==> src/rtl/cxp_pkg.sv <==
// Shared constants, types and arithmetic helpers of the complex pair transform.
// Used by every module of the block; depends on nothing.

package cxp_pkg;

    // Field widths
    localparam int AMP_WIDTH      = 16;
    localparam int NORM_ACC_WIDTH = 48;
    localparam int MAT_WIDTH      = 16;
    localparam int MAT_FRAC       = 14;
    localparam int SCALE_WIDTH    = 16;
    localparam int THR_WIDTH      = 32;

    // Configuration port
    localparam int CFG_IDX_W  = 3;
    localparam int CFG_DATA_W = 32;

    localparam logic [CFG_IDX_W-1:0] REG_M00       = 3'd0;
    localparam logic [CFG_IDX_W-1:0] REG_M01       = 3'd1;
    localparam logic [CFG_IDX_W-1:0] REG_M10       = 3'd2;
    localparam logic [CFG_IDX_W-1:0] REG_M11       = 3'd3;
    localparam logic [CFG_IDX_W-1:0] REG_SCALE     = 3'd4;
    localparam logic [CFG_IDX_W-1:0] REG_THRESHOLD = 3'd5;
    localparam logic [CFG_IDX_W-1:0] REG_NORM_MODE = 3'd6;

    // Reset values: identity matrix, unity scale
    localparam logic [CFG_DATA_W-1:0]  MAT_ONE   = 32'h4000_0000;
    localparam logic [SCALE_WIDTH-1:0] SCALE_ONE = 16'h4000;

    // Datapath widths
    localparam int PROD_W   = MAT_WIDTH + AMP_WIDTH;
    localparam int SUM_W    = PROD_W + 2;
    localparam int MAG_W    = SUM_W - 1;
    localparam int SCALED_W = MAG_W + SCALE_WIDTH;
    localparam int DROP     = 2 * MAT_FRAC;
    localparam int RND_W    = SCALED_W - DROP + 1;
    localparam int SQ_W     = 2 * AMP_WIDTH;
    localparam int SQ_FB    = 2 * (AMP_WIDTH - 1);
    localparam int SQ_SHR   = (SQ_FB >= 30) ? (SQ_FB - 30) : 0;
    localparam int SQ_SHL   = (SQ_FB >= 30) ? 0 : (30 - SQ_FB);
    localparam int SQX_W    = SQ_W + SQ_SHL;

    // Item queue between front and back
    localparam int QDEPTH = 4;
    localparam int QPTR_W = $clog2(QDEPTH);
    localparam int QCNT_W = QPTR_W + 1;

    typedef logic signed [AMP_WIDTH-1:0] amp_t;

    typedef struct packed {
        amp_t a0_re;
        amp_t a0_im;
        amp_t a1_re;
        amp_t a1_im;
        logic last_pair;
    } item_t;

    // Queue word: the item together with its processing class
    typedef struct packed {
        item_t item;
        logic  norm;
    } q_entry_t;

    typedef struct packed {
        logic [CFG_DATA_W-1:0]  m00;
        logic [CFG_DATA_W-1:0]  m01;
        logic [CFG_DATA_W-1:0]  m10;
        logic [CFG_DATA_W-1:0]  m11;
        logic [SCALE_WIDTH-1:0] scale;
        logic [THR_WIDTH-1:0]   flush_threshold;
        logic                   norm_mode;
    } cfg_t;

    typedef struct packed {
        amp_t                      b0_re;
        amp_t                      b0_im;
        amp_t                      b1_re;
        amp_t                      b1_im;
        logic [NORM_ACC_WIDTH-1:0] norm_total;
        logic                      sweep_done;
    } res_t;

    // Round a scaled magnitude half away from zero, drop DROP bits, saturate.
    function automatic amp_t round_sat(input logic neg, input logic [SCALED_W-1:0] scaled);
        logic [SCALED_W:0]  t;
        logic [RND_W-1:0]   mag;
        logic [RND_W-1:0]   lim;
        amp_t               r;
        t   = {1'b0, scaled} + ((SCALED_W + 1)'(1) << (DROP - 1));
        mag = t[SCALED_W:DROP];
        lim = RND_W'(1) << (AMP_WIDTH - 1);
        if (neg) begin
            if (mag > lim) begin
                r = amp_t'(lim);
            end else begin
                r = amp_t'(RND_W'(0) - mag);
            end
        end else begin
            if (mag > lim - RND_W'(1)) begin
                r = amp_t'(lim - RND_W'(1));
            end else begin
                r = amp_t'(mag);
            end
        end
        return r;
    endfunction

    // Bring a squared magnitude to Q2.30 at accumulator width.
    function automatic logic [NORM_ACC_WIDTH-1:0] to_q230(input logic [SQ_W-1:0] sq);
        logic [SQX_W-1:0] x;
        x = (SQX_W'(sq) << SQ_SHL) >> SQ_SHR;
        return NORM_ACC_WIDTH'(x);
    endfunction

endpackage

==> src/rtl/cxp_front.sv <==
// Front end: takes input words, tags each with its processing class and
// holds them in a short queue for the back end. Depends on cxp_pkg.

module cxp_front
    import cxp_pkg::*;
(
    input  logic     clk,
    input  logic     rst_n,
    input  logic     push,
    input  item_t    item_in,
    input  logic     norm_mode,
    output logic     full,
    output logic     q_valid,
    input  logic     q_pop,
    output q_entry_t q_entry
);

    q_entry_t          ent_reg [QDEPTH];
    logic [QPTR_W-1:0] wr_ptr_reg, wr_ptr_next;
    logic [QPTR_W-1:0] rd_ptr_reg, rd_ptr_next;
    logic [QCNT_W-1:0] cnt_reg, cnt_next;
    logic              do_push;
    logic              do_pop;

    assign full    = (cnt_reg == QCNT_W'(QDEPTH));
    assign q_valid = (cnt_reg != '0);
    assign q_entry = ent_reg[rd_ptr_reg];
    assign do_push = push && !full;
    assign do_pop  = q_pop && q_valid;

    // Pointer and fill count bookkeeping.
    always_comb
    begin
        wr_ptr_next = do_push ? wr_ptr_reg + QPTR_W'(1) : wr_ptr_reg;
        rd_ptr_next = do_pop ? rd_ptr_reg + QPTR_W'(1) : rd_ptr_reg;
        cnt_next    = cnt_reg;
        if (do_push && !do_pop)
        begin
            cnt_next = cnt_reg + QCNT_W'(1);
        end
        else if (do_pop && !do_push)
        begin
            cnt_next = cnt_reg - QCNT_W'(1);
        end
    end

    always_ff @(posedge clk or negedge rst_n)
    begin
        if (!rst_n)
        begin
            wr_ptr_reg <= '0;
            rd_ptr_reg <= '0;
            cnt_reg    <= '0;
        end
        else
        begin
            wr_ptr_reg <= wr_ptr_next;
            rd_ptr_reg <= rd_ptr_next;
            cnt_reg    <= cnt_next;
        end
    end

    // Queue storage: the word is classified by the mode in force when taken.
    always_ff @(posedge clk)
    begin
        if (do_push)
        begin
            ent_reg[wr_ptr_reg] <= '{item: item_in, norm: norm_mode};
        end
    end

`ifndef SYNTHESIS
    a_cnt_bound: assert property (@(posedge clk) disable iff (!rst_n)
        cnt_reg <= QCNT_W'(QDEPTH))
        else $error("item queue fill count beyond its depth");

    a_push_only_grows: assert property (@(posedge clk) disable iff (!rst_n)
        (do_push && !do_pop) |=> cnt_reg == QCNT_W'($past(cnt_reg) + QCNT_W'(1)))
        else $error("accepted word not counted in the item queue");
`endif

endmodule

==> config.mk <==
export PLATFORM = sky130hd
export DESIGN_NAME = cxp_front
export DESIGN_NICKNAME = d
export VERILOG_FILES = /design/src/rtl/cxp_pkg.sv /design/src/rtl/cxp_front.sv
export SDC_FILE = /design/constraint.sdc
export NUM_CORES = 1
export LEC_CHECK = 0
export ABC_AREA = 0
export BUFFER_PORTS_ARGS = -buffer_cell sky130_fd_sc_hd__buf_2
export CAP_MARGIN = 20
export CELL_PAD_IN_SITES_DETAIL_PLACEMENT = 1
export CELL_PAD_IN_SITES_GLOBAL_PLACEMENT = 1
export CORE_UTILIZATION = 27
export DETAILED_ROUTE_END_ITERATION = 10
export PLACE_DENSITY = 0.49
export SLEW_MARGIN = 15
export SYNTH_ARGS = -nofsm -noshare
export SYNTH_HDL_FRONTEND = slang
export SYNTH_SLANG_ARGS = --single-unit
==> constraint.sdc <==
create_clock -name clk -period 3.2 [get_ports clk]
set_input_delay 0 -clock clk [delete_from_list [all_inputs] [get_ports clk]]
set_output_delay 0 -clock clk [all_outputs]
set_load 0.005 [all_outputs]
==> impl_metrics.csv <==
group,metric,value,unit
routing,drt-met1-wl,9418,um
die,io_pins,138,
global_route,first_global_vias,5481,
routing,drt_iter0_drc,221,
setup_path,critical_path.top_delay_family,"flip-flops",
setup_path,crit_path_top_delay_cell,"dfrtp_4",
logic_synthesis,syn_area,0.009958,mm^2
global_route,grt_max_degree,37,
logic_synthesis,ys_ff_latch,271,
setup_path,cp.arrival,2.51,ns
clocking,cts-root-buf,"clkbuf_16",
sta,holdWs,0.2077,ns
place,dp.cells,974,
layout,fin_nets,691,
routing,vias,4762,
sta,slew_headroom,0.5527,
routing,drt_pass1_iterations,4,
run,cap_violations,0,
clocking,clkLatencyLatePin,0.54,ns
clocking,clock_sinks,271,
setup_path,cp_max_fo,30,
logic_synthesis,synth.area.top_cells,"edfxtp_1 80%, mux4_2 15%, dfrtp_1 1.8%, ha_1 0.63%, buf_12 0.60%",
global_route,grt.overflow.total,0,
logic_synthesis,yosysWarnings,0,
clocking,numCtsBuffers,30,
logic_synthesis,yosysUniqueCellTypes,21,
sta,clock_skew,0.01624,ns
setup_path,path_cells,"buf_12 > mux4_2 > buf_2",
power_and_ir_drop,ir_worst_vdd,0.0004268,V
logic_synthesis,syn_nets,456,
layout,largest_reg_flops,264,
logic_synthesis,netlist.area_leader.share,0.7961,
layout,stdcell_count,1099,
logic_synthesis,synth_top_family_by_area,"multiplexers",
setup_path,critical_path_class,"reg -> out",
die,initial_core_util,0.2773,
clocking,cts-resized-gates,0,
place,port_buffers,137,
setup_path,crit_buf_inv,2,
setup_path,slowest_delay,0.85,ns
clocking,cts_tree,"done",
routing,routed_wirelength,21660,um
routing,drt-vias-per-instance,4.333,
logic_synthesis,synth-xor-area-share,0.005277,
clocking,h-tree-depth,1,
clocking,clockBufferDepth,3,
die,dieArea,0.03766,mm^2
clocking,clk_pin_slew_worst_paths,0.06,ns
place,hpwl,13430,um
place,gp_congestion,0.6956,
logic_synthesis,synth-compound-area-share,0,
die,rows,69,
logic_synthesis,synth-main-ff-cell,"edfxtp_1",
setup_path,start_kind,"flip-flop",
logic_synthesis,synthMuxAreaShare,0.1515,
place,place_ws,0.9015,ns
setup_path,endpoint_kind,"output port",
routing,wl_met3,1182,um
status,status,"finished, final reports clean",
layout,areaGrowthSynthToFinish,29.75,%
layout,final_layout_size_suffix_gt1_frac,0.4207,
logic_synthesis,synth_edf_count,264,
logic_synthesis,synth_top_area_cell,"edfxtp_1",
power_and_ir_drop,p_per_area,882.7,mW/mm^2
global_route,antenna_found_initial,2,
logic_synthesis,synthArstFlopShare,0.02583,
routing,top_layer,"met4",
routing,drc,0,
hold_path,hp-class,"in -> reg",
sta,finalSetupViolCount,0,
logic_synthesis,yosys.area_share.simple,0.006282,
routing,final_antenna_net_count,0,
logic_synthesis,yosysMostFrequentCell,"edfxtp_1",
clocking,postCtsHoldBufs,70,
routing,wl_per_cell,19.71,um
power_and_ir_drop,leakagePower,4.411,nW
global_route,grt_first_pass_wirelength,33270,um
sta,slew_viol_final,0,
sta,worst_pin_slew,0.6709,ns
routing,wl_met2,10680,um
sta,setup_ws,0.6929,ns
sta,hold_viol_final,0,
logic_synthesis,yosys.area_share.adder,0.008292,
logic_synthesis,syn_area_per_cell,26.21,um^2
sta,timing.fmax,0.3989,GHz
layout,fillCellCount,3520,
logic_synthesis,synth_top_cells_by_count,"264 x edfxtp_1, 66 x mux4_2, 7 x dfrtp_1",
clocking,post_cts_buffers,0,
logic_synthesis,synth-seq-area-share,0.8137,
die,die_h,194.1,um
sta,tns,0,ns
setup_path,cp.required,3.20,ns
die,coreArea,0.03591,mm^2
die,fp.dieW,194.1,um
sta,finalCritPeriodShare,0.7835,
global_route,track_usage,0.1162,
sta,rsz0062_at_grt,"false",
logic_synthesis,synth_cells,380,
sta,fin_crit,2.507,ns
path summary, 6_finish.rpt:
kind                               start              to  slack (ns)  depth (start not counted)
setup / recovery           rd_ptr_reg[0]     q_entry[46]        0.69                          3
hold / removal               item_in[57]  ent_reg[1][58]        0.21                          2
setup reg to reg              cnt_reg[2]      cnt_reg[2]        0.89                          8
hold reg to reg               cnt_reg[2]      cnt_reg[2]        0.52                          1
max in group asynchronous          rst_n   rd_ptr_reg[1]        2.48                          3
min in group asynchronous          rst_n      cnt_reg[2]        0.41                          3
logic make-up (layout without fill, tap and decap cells):
logic type	Yosys count	in the layout
buf+inv	19	276
flops	271	271
simple gates	10	10
mux	68	68
xor+xnor	6	6
other cells	0	1
fa+ha+maj	6	6
metrics by stage:
step                      area, um^2  power (mW)  utilization
after floorplan                 9958       6.878            -
after global placement         11250       8.152       0.3133
after detailed placement       11250       8.238       0.3133
after CTS                      12920       11.69       0.3597
after global routing           12920       12.03       0.3598
final                          12920       11.41       0.3598
layout by cell type (no fill, tap or decap), types with 2 or more instances in the layout:
master and n:
and2_4 4, buf_12 5, xor2_1 2, clkbuf_1 5, ha_1 5, buf_4 7, inv_1 3, xnor2_1 4
clkbuf_16 31, edfxtp_1 264, mux2_2 2, clkinvlp_4 3, mux4_2 66, clkinv_1 5, dfrtp_4 2, dfrtp_1 5
dlygate4sd3_1 70, clkinv_2 6, bufinv_16 3, buf_2 137
power breakdown:
part	internal [mW]	total [mW]	switching [mW]
Combinational	1.54	2.98	1.44
Sequential	4.70	5.09	0.394
Clock	2.00	3.34	1.34
Total	8.24	11.4	3.17
routing by layer:
| layer | global-route usage | vias up |
|---|---|---|
| li1 | - | 2091 |
| met1 | 0.1497 | 2523 |
| met2 | 0.1970 | 118 |
| met3 | 0.02887 | 30 |
| met4 | 0.02646 | 0 |
| met5 | 0 | - |
final cells by class:
cell class / instances / area, um^2 / area share
multi-input combinational: 90 / 1717 / 0.1329
sequential: 271 / 8110 / 0.6277
timing repair buffer: 219 / 1539 / 0.1191
tap: 461 / 576.8 / 0.04464
clock inverter: 18 / 170.2 / 0.01317
antenna: 1 / 2.502 / 0.0001937
inverter: 3 / 11.26 / 0.0008715
clock buffer: 36 / 794.5 / 0.06149
Note: power is estimated with default switching activity, not from simulation.
